## src/rtl/calendar_time_difference_defines.svh

```systemverilog
// Assertion macros for the calendar time difference block.
`ifndef CALENDAR_TIME_DIFFERENCE_DEFINES_SVH
`define CALENDAR_TIME_DIFFERENCE_DEFINES_SVH

// Same-cycle implication, disabled in reset.
`define CTD_ASSERT_IMPLY(label, clk, rst, ante, cons, msg) \
  label: assert property (@(posedge clk) disable iff (rst) (ante) |-> (cons)) \
    else $error(msg);

// Next-cycle implication, disabled in reset.
`define CTD_ASSERT_NEXT(label, clk, rst, ante, cons, msg) \
  label: assert property (@(posedge clk) disable iff (rst) (ante) |=> (cons)) \
    else $error(msg);

`endif

```

## src/rtl/ctd_pkg.sv

```systemverilog
// Shared types, constants and month table for the calendar time difference block.
`timescale 1ns / 1ps

package ctd_pkg;

  localparam int YEAR_W   = 14;
  localparam int MONTH_W  = 4;
  localparam int DAY_W    = 5;
  localparam int HOUR_W   = 5;
  localparam int MINUTE_W = 6;

  localparam int DNUM_W   = 23;  // day number of one timestamp
  localparam int MOD_W    = 11;  // minute of day, unnormalized up to 1923
  localparam int DDIFF_W  = 25;  // signed day difference after normalizing
  localparam int DAYS_W   = 22;

  localparam logic [MOD_W-1:0]   MIN_PER_DAY  = 11'd1440;
  localparam logic [MOD_W-1:0]   MIN_PER_HOUR = 11'd60;
  localparam logic [DDIFF_W-1:0] DAYS_MAX     = 25'h03F_FFFF;

  // floor(x / 25) = (x * 2622) >> 16 for x < 4096
  localparam logic [11:0] RECIP_25 = 12'd2622;
  // floor(x / 60) = (x * 1093) >> 16 for x < 1440
  localparam logic [10:0] RECIP_60 = 11'd1093;

  localparam logic [8:0] DAYS_BEFORE_MONTH [13] = '{
    9'd0, 9'd31, 9'd59, 9'd90, 9'd120, 9'd151, 9'd181,
    9'd212, 9'd243, 9'd273, 9'd304, 9'd334, 9'd365
  };

  typedef struct packed {
    logic s1;
    logic s2;
  } ctd_stage_en_t;

  // Whole months ahead of the given month, clamped to a full year.
  function automatic logic [3:0] months_before(input logic [MONTH_W-1:0] mo);
    logic [3:0] mb;
    mb = (mo == '0) ? 4'd0 : (mo - 4'd1);
    if (mb > 4'd12) begin
      mb = 4'd12;
    end
    return mb;
  endfunction

endpackage

```

## src/rtl/ctd_day_count.sv

```systemverilog
// Two-stage conversion of one timestamp into a day number and a minute of day.
`timescale 1ns / 1ps

module ctd_day_count
  import ctd_pkg::*;
(
  input  logic                clk,
  input  ctd_stage_en_t       en,
  input  logic [YEAR_W-1:0]   year,
  input  logic [MONTH_W-1:0]  month,
  input  logic [DAY_W-1:0]    day,
  input  logic [HOUR_W-1:0]   hour,
  input  logic [MINUTE_W-1:0] minute,
  output logic [DNUM_W-1:0]   day_num,
  output logic [MOD_W-1:0]    min_of_day
);

  logic [YEAR_W-1:0]   prev_year_next;
  logic [23:0]         prev_prod;
  logic [23:0]         year_prod;

  logic [YEAR_W-1:0]   prev_year;
  logic [7:0]          prev_q100;
  logic [YEAR_W-1:0]   year1;
  logic [7:0]          year_q100;
  logic [MONTH_W-1:0]  month1;
  logic [DAY_W-1:0]    day1;
  logic [MOD_W-1:0]    mod1;

  logic [11:0]         leaps;
  logic [11:0]         rem25;
  logic                div4;
  logic                div100;
  logic                div400;
  logic                leap;
  logic [3:0]          mb;
  logic [DNUM_W-1:0]   day_num_next;

  assign prev_year_next = (year == '0) ? '0 : (year - 14'd1);
  assign prev_prod = {12'd0, prev_year_next[YEAR_W-1:2]} * {12'd0, RECIP_25};
  assign year_prod = {12'd0, year[YEAR_W-1:2]} * {12'd0, RECIP_25};

  always_ff @(posedge clk) begin
    if (en.s1) begin
      prev_year <= prev_year_next;
      prev_q100 <= prev_prod[23:16];
      year1     <= year;
      year_q100 <= year_prod[23:16];
      month1    <= month;
      day1      <= day;
      mod1      <= MOD_W'({6'd0, hour} * MIN_PER_HOUR) + {5'd0, minute};
    end
  end

  always_comb begin
    leaps  = prev_year[YEAR_W-1:2] - {4'd0, prev_q100} + {6'd0, prev_q100[7:2]};
    rem25  = year1[YEAR_W-1:2] - 12'({4'd0, year_q100} * 12'd25);
    div4   = (year1[1:0] == 2'b00);
    div100 = div4 && (rem25 == '0);
    div400 = div100 && (year_q100[1:0] == 2'b00);
    leap   = (div4 && !div100) || div400;
    mb     = months_before(month1);
    day_num_next = DNUM_W'({9'd0, prev_year} * 23'd365) + {11'd0, leaps}
                 + {14'd0, DAYS_BEFORE_MONTH[mb]}
                 + {22'd0, (mb >= 4'd2) && leap} + {18'd0, day1};
  end

  always_ff @(posedge clk) begin
    if (en.s2) begin
      day_num    <= day_num_next;
      min_of_day <= mod1;
    end
  end

endmodule

```

## src/rtl/calendar_time_difference.sv

```systemverilog
// Calendar time difference: top level, pipeline control and difference stages.
//
// Input channel: in_valid/in_stall with start_* and stop_* timestamp fields.
// An item is taken at a clock edge with in_valid high and in_stall low.
// Output channel: out_valid/out_stall with diff_days, diff_hours and
// diff_minutes, the absolute difference of the two timestamps.
// Items move through five register stages to out_valid. Throughput: one
// item per cycle while out_stall is low; the register stages each advance
// whenever the stage ahead is empty or moving, so bubbles are squeezed out.
// Day numbers come from closed-form leap counting with reciprocal multiplies.
// diff_days saturates at 4194303 for out-of-range years.
// Reset (rst, synchronous, active high) clears all valid bits; no item is
// in flight afterwards and in_stall is low.
// While out_stall is high the result holds steady; upstream stages keep
// filling until the pipe is full, then in_stall rises.
`timescale 1ns / 1ps

`include "calendar_time_difference_defines.svh"

module calendar_time_difference
  import ctd_pkg::*;
(
  input  logic                clk,
  input  logic                rst,
  input  logic                in_valid,
  output logic                in_stall,
  input  logic [YEAR_W-1:0]   start_year,
  input  logic [MONTH_W-1:0]  start_month,
  input  logic [DAY_W-1:0]    start_day,
  input  logic [HOUR_W-1:0]   start_hour,
  input  logic [MINUTE_W-1:0] start_minute,
  input  logic [YEAR_W-1:0]   stop_year,
  input  logic [MONTH_W-1:0]  stop_month,
  input  logic [DAY_W-1:0]    stop_day,
  input  logic [HOUR_W-1:0]   stop_hour,
  input  logic [MINUTE_W-1:0] stop_minute,
  output logic                out_valid,
  input  logic                out_stall,
  output logic [DAYS_W-1:0]   diff_days,
  output logic [HOUR_W-1:0]   diff_hours,
  output logic [MINUTE_W-1:0] diff_minutes
);

  localparam int STAGES = 5;

  logic [STAGES-1:0] valid;
  logic [STAGES-1:0] adv;
  ctd_stage_en_t     sub_en;

  logic [DNUM_W-1:0] start_dnum;
  logic [DNUM_W-1:0] stop_dnum;
  logic [MOD_W-1:0]  start_mod;
  logic [MOD_W-1:0]  stop_mod;

  logic signed [DDIFF_W-1:0] dd;
  logic signed [11:0]        mm;
  logic signed [DDIFF_W-1:0] d3_next;
  logic [MOD_W-1:0]          m3_next;
  logic signed [DDIFF_W-1:0] d3;
  logic [MOD_W-1:0]          m3;

  logic [DDIFF_W-1:0] neg_d;
  logic [DDIFF_W-1:0] days_raw;
  logic [MOD_W-1:0]   rest4_next;
  logic [DAYS_W-1:0]  days4;
  logic [MOD_W-1:0]   rest4;

  logic [21:0]         hour_prod;
  logic [HOUR_W-1:0]   hours_next;
  logic [MOD_W-1:0]    hour_min;
  logic [MOD_W-1:0]    minutes_next;

  always_comb begin
    adv[STAGES-1] = !valid[STAGES-1] || !out_stall;
    for (int k = STAGES - 2; k >= 0; k--) begin
      adv[k] = !valid[k] || adv[k+1];
    end
  end

  assign in_stall  = !adv[0];
  assign out_valid = valid[STAGES-1];
  assign sub_en    = '{s1: adv[0], s2: adv[1]};

  always_ff @(posedge clk) begin
    if (rst) begin
      valid <= '0;
    end else begin
      if (adv[0]) begin
        valid[0] <= in_valid;
      end
      for (int k = 1; k < STAGES; k++) begin
        if (adv[k]) begin
          valid[k] <= valid[k-1];
        end
      end
    end
  end

  ctd_day_count u_start (
    .clk        (clk),
    .en         (sub_en),
    .year       (start_year),
    .month      (start_month),
    .day        (start_day),
    .hour       (start_hour),
    .minute     (start_minute),
    .day_num    (start_dnum),
    .min_of_day (start_mod)
  );

  ctd_day_count u_stop (
    .clk        (clk),
    .en         (sub_en),
    .year       (stop_year),
    .month      (stop_month),
    .day        (stop_day),
    .hour       (stop_hour),
    .minute     (stop_minute),
    .day_num    (stop_dnum),
    .min_of_day (stop_mod)
  );

  // normalize minute of day into 0..1439, carrying into the day difference
  always_comb begin
    dd = $signed({2'b00, stop_dnum}) - $signed({2'b00, start_dnum});
    mm = $signed({1'b0, stop_mod}) - $signed({1'b0, start_mod});
    if (mm < -12'sd1440) begin
      d3_next = dd - 25'sd2;
      m3_next = MOD_W'(mm + 12'sd1440 + 12'sd1440);
    end else if (mm < 12'sd0) begin
      d3_next = dd - 25'sd1;
      m3_next = MOD_W'(mm + 12'sd1440);
    end else if (mm >= 12'sd1440) begin
      d3_next = dd + 25'sd1;
      m3_next = MOD_W'(mm - 12'sd1440);
    end else begin
      d3_next = dd;
      m3_next = MOD_W'(mm);
    end
  end

  always_ff @(posedge clk) begin
    if (adv[2]) begin
      d3 <= d3_next;
      m3 <= m3_next;
    end
  end

  always_comb begin
    neg_d = -d3;
    if (d3 < 0) begin
      if (m3 == '0) begin
        days_raw   = neg_d;
        rest4_next = '0;
      end else begin
        days_raw   = neg_d - 25'd1;
        rest4_next = MIN_PER_DAY - m3;
      end
    end else begin
      days_raw   = d3;
      rest4_next = m3;
    end
  end

  always_ff @(posedge clk) begin
    if (adv[3]) begin
      days4 <= (days_raw > DAYS_MAX) ? DAYS_MAX[DAYS_W-1:0] : days_raw[DAYS_W-1:0];
      rest4 <= rest4_next;
    end
  end

  always_comb begin
    hour_prod    = {11'd0, rest4} * {11'd0, RECIP_60};
    hours_next   = hour_prod[20:16];
    hour_min     = {hours_next, 6'd0} - {4'd0, hours_next, 2'd0};
    minutes_next = rest4 - hour_min;
  end

  always_ff @(posedge clk) begin
    if (adv[4]) begin
      diff_days    <= days4;
      diff_hours   <= hours_next;
      diff_minutes <= minutes_next[MINUTE_W-1:0];
    end
  end

  `CTD_ASSERT_NEXT(a_accept_fills, clk, rst, in_valid && !in_stall, valid[0], "accepted item lost")
  `CTD_ASSERT_IMPLY(a_rest_norm, clk, rst, valid[2], m3 < MIN_PER_DAY, "minute of day not normalized")
  `CTD_ASSERT_IMPLY(a_hours_range, clk, rst, out_valid, diff_hours <= 5'd23, "hours out of range")
  `CTD_ASSERT_IMPLY(a_min_range, clk, rst, out_valid, diff_minutes <= 6'd59, "minutes out of range")

endmodule
```

## config.mk

```make
export PLATFORM = sky130hd
export DESIGN_NAME = calendar_time_difference
export DESIGN_NICKNAME = d
export VERILOG_FILES = /design/src/rtl/ctd_pkg.sv /design/src/rtl/ctd_day_count.sv /design/src/rtl/calendar_time_difference.sv
export VERILOG_INCLUDE_DIRS = /design/src /design/src/rtl
export SDC_FILE = /design/constraint.sdc
export NUM_CORES = 2
export LEC_CHECK = 0
export ABC_AREA = 1
export BUFFER_PORTS_ARGS = -buffer_cell sky130_fd_sc_hd__buf_2
export CAP_MARGIN = 20
export CORE_MARGIN = 1.5
export CORE_UTILIZATION = 30
export CTS_CLUSTER_SIZE = 12
export DETAILED_ROUTE_END_ITERATION = 12
export GPL_TIMING_DRIVEN = 0
export SYNTH_ARGS = -nofsm -noshare
export SYNTH_HDL_FRONTEND = slang
export SYNTH_SLANG_ARGS = --single-unit
```

## constraint.sdc

```tcl
create_clock -name clk -period 21.9 [get_ports clk]
set_clock_uncertainty 0.15 [all_clocks]
set_input_delay 4.38 -clock clk [delete_from_list [all_inputs] [get_ports clk]]
set_output_delay 4.38 -clock clk [all_outputs]
set_load 0.005 [all_outputs]
```

==> impl_metrics.py <==
metrics = {
    "sta": {
        "setup_viol": 0,
        "relSlewSlack": 0.2984,
        "fin_ws_ns": 10.30,
        "hold_viol_final": 0,
        "worst_slew_pin_slew_ns": 1.049,
        "drv_slew": 0,
        "finalCritPeriodShare": 0.5295,
        "tns_ns": 0,
        "timing.fmax_mhz": 86.23,
        "fin_crit_ns": 11.60,
        "rsz0062_at_grt": "false",
    },
    "critical_path": {
        "cp_common_cell": "nor2_1",
        "crit_chain": "buf_2 -> nand2_1 -> nor2_1 -> inv_1 -> nor2_1 -> inv_1 -> nor2_1 -> inv_4 -> nor2_1 -> buf_2",
        "crit_type": "in -> out",
        "worst_ep_required_time_ns": 17.37,
        "critical_path.max_fanout": 70,
        "worstPathArrival_ns": 7.07,
        "cp_num_buf_inv": 5,
        "startpoint_type": "input pin",
        "critPathTopFamily": "buffers and inverters",
        "cp-end-kind": "primary output",
        "cpPeakStageDelay_ns": 0.60,
        "cp_slowest_cell": "inv_4",
    },
    "cells_and_area": {
        "layout_commonest_cell": "inv_1",
        "nNetsFinal": 5816,
        "multi_input_area_um2": 26770,
        "mostFrequentLayoutCells": "1032 x inv_1, 757 x ha_1, 722 x nand2_1, 365 x fa_1, 298 x edfxtp_1",
        "final_layout_size_suffix_gt1_frac": 0.05594,
        "postLayoutCellArea_um2": 44040,
        "area_growth_pct": 10.60,
        "fillerInstances": 13541,
        "regArea_um2": 9049,
        "final_cells": 6405,
    },
    "synthesis": {
        "synth_cells": 4464,
        "ys.warnings.count": 0,
        "synthTopCellsByArea": "ha_1 24%, edfxtp_1 22%, fa_1 18%",
        "postSynthAreaPerCell_um2": 8.921,
        "syn_area_um2": 39820,
        "synth.distinct_cells": 58,
        "synth_top_area_cell": "ha_1",
        "syn_nets": 5658,
        "ys_seq_elements": 303,
        "ys_seq_area_frac": 0.2272,
        "synth_top_area_frac": 0.2378,
    },
    "clock_tree": {
        "cts_resized": 0,
        "ctsLongestPathBuffers": 3,
        "root_buffer": "clkbuf_16",
        "clk_latency_ns": 0.60,
        "cts_sinks": 303,
        "postCtsSetupBuffers": 0,
        "clk_pin_slew_ns": 0.05,
        "holdBufCountCts": 0,
        "cts-buffers-inserted": 39,
        "cts_tree": "yes",
        "htree_levels": 2,
    },
    "detailed_routing": {
        "wl_per_cell_um": 12.87,
        "detail_route.drc_violations": 0,
        "vias_per_cell": 4.441,
        "routed_wl_um": 82440,
        "drt-initial-drc-count": 1106,
        "detail_route.first_pass.iterations": 5,
        "ant_nets": 0,
        "routed-via-count": 28447,
    },
    "die": {
        "io_pins": 107,
        "die_y_um": 367.3,
        "core_um2": 131600,
        "die_area_um2": 134900,
        "rows": 133,
        "die_w_um": 367.3,
        "floorplan.initialDensity": 0.3025,
    },
    "global_routing": {
        "grt_use_met1": 0.1621,
        "grtUsageMet2": 0.2213,
        "grt_antenna_before_repair": 0,
        "busiest_layer": "met2",
        "grt_max_degree": 78,
        "grt_first_pass_wirelength_um": 140000,
        "grtUsageMet3": 0.01323,
        "grt_pass1_vias": 28991,
        "overflow": 0,
        "track_usage": 0.1251,
    },
    "placement": {
        "place_congestion": 0.8950,
        "numPortBuffers": 106,
        "hpwl_um": 70920,
        "place_area_um2": 42770,
        "dpl.cell_count": 6336,
        "place_ws_ns": 10.13,
    },
    "run_status": {
        "status": "completed",
    },
    "hold_path": {
        "hp-class": "reg -> reg",
    },
    "job": {
        "maxCapViolCount": 0,
    },
}
==> synthesized netlist by cell type (all sizes together) <==
| cell | instances |
|---|---|
| a31o | 2 |
| buf | 10 |
| o211ai | 10 |
| o311ai | 1 |
| nand4 | 45 |
| o2111ai | 3 |
| a22oi | 2 |
| a41oi | 2 |
| o21bai | 8 |
| dfxtp | 5 |
| clkinv | 1 |
| o21a | 4 |
| or2 | 8 |
| o22ai | 6 |
| o31ai | 9 |
| and2 | 7 |
| xnor2 | 66 |
| nand3b | 15 |
| clkbuf | 9 |
| a21oi | 213 |
| a21boi | 5 |
| inv | 1045 |
| nor2 | 259 |
| xor2 | 135 |
| a2111o | 1 |
| nand3 | 206 |
| a211oi | 9 |
| ha | 757 |
| a31oi | 8 |
| nand2 | 735 |
| nor3b | 4 |
| a2bb2oi | 1 |
| nor3 | 47 |
| o221ai | 2 |
| or3 | 2 |
| o21ai | 131 |
| and3 | 3 |
| a211o | 1 |
| nor4 | 8 |
| fa | 365 |
| a221oi | 3 |
| edfxtp | 298 |
| a21o | 13 |
==> layer usage <==
layer	wire length [um]	vias to the layer above
li1	-	14646
met1	39000	13346
met2	39400	351
met3	2167	104
met4	1873	0
met5	0	-
==> per-stage QoR <==
stage	hold WS (ns)	utilization
5_1_grt	0.2726	0.3346
3_5_place_dp	0.2545	0.3249
2_1_floorplan	0.2503	-
3_3_place_gp	0.2558	0.3233
6_report	0.2657	0.3346
4_1_cts	0.2676	0.3346
==> cell type report <==
cell class / instances / area share
multi-input cells: 3096 / 0.6077
diodes: 2 / 0.0001136
clock inverters: 22 / 0.006136
flip-flops and latches: 303 / 0.2054
well taps: 1755 / 0.04986
clock buffers: 45 / 0.02267
plain buffers: 19 / 0.002784
repair buffers: 117 / 0.01597
inverters: 1046 / 0.08932
==> kinds of logic (layout without fill, tap and decap cells) <==
kind of cell | Yosys count | count (layout) | synth area share
compound gates | 434 | 434 | 0.06042
xor+xnor | 201 | 201 | 0.04458
fa+ha+maj | 1122 | 1122 | 0.4213
buf+inv | 1065 | 1249 | 0.1017
flops | 303 | 303 | 0.2272
other cells | 0 | 2 | 0
simple gates | 1339 | 1339 | 0.1448
==> sequential cells by signal (all words and copies together), names as in the netlist, 11 cells and up <==
register,cells
u_stop.day_num,23
u_start.min_of_day,11
u_stop.year1,14
m3,11
diff_days,22
rest4,11
days4,22
u_stop.mod1,11
d3,25
u_start.year1,14
u_stop.prev_year,14
u_stop.min_of_day,11
u_start.day_num,23
u_start.mod1,11
u_start.prev_year,14
==> worst paths after layout <==
check / slack [ns] / endpoint / from / depth (start not counted)
min reg2reg: 0.27 / diff_days[16]$_DFFE_PP_ / days4[16]$_SDFFCE_PN1P_ / 0
min: 0.27 / diff_days[16]$_DFFE_PP_ / days4[16]$_SDFFCE_PN1P_ / 0
max: 10.30 / in_stall / out_stall / 10
max reg2reg: 14.20 / u_stop.day_num[22]$_DFFE_PP_ / u_stop.year_q100[1]$_DFFE_PN_ / 29
Power is left out: the tool's default activity adds up to more than one toggle a clock period on the data nets, which glitch-free logic cannot reach.
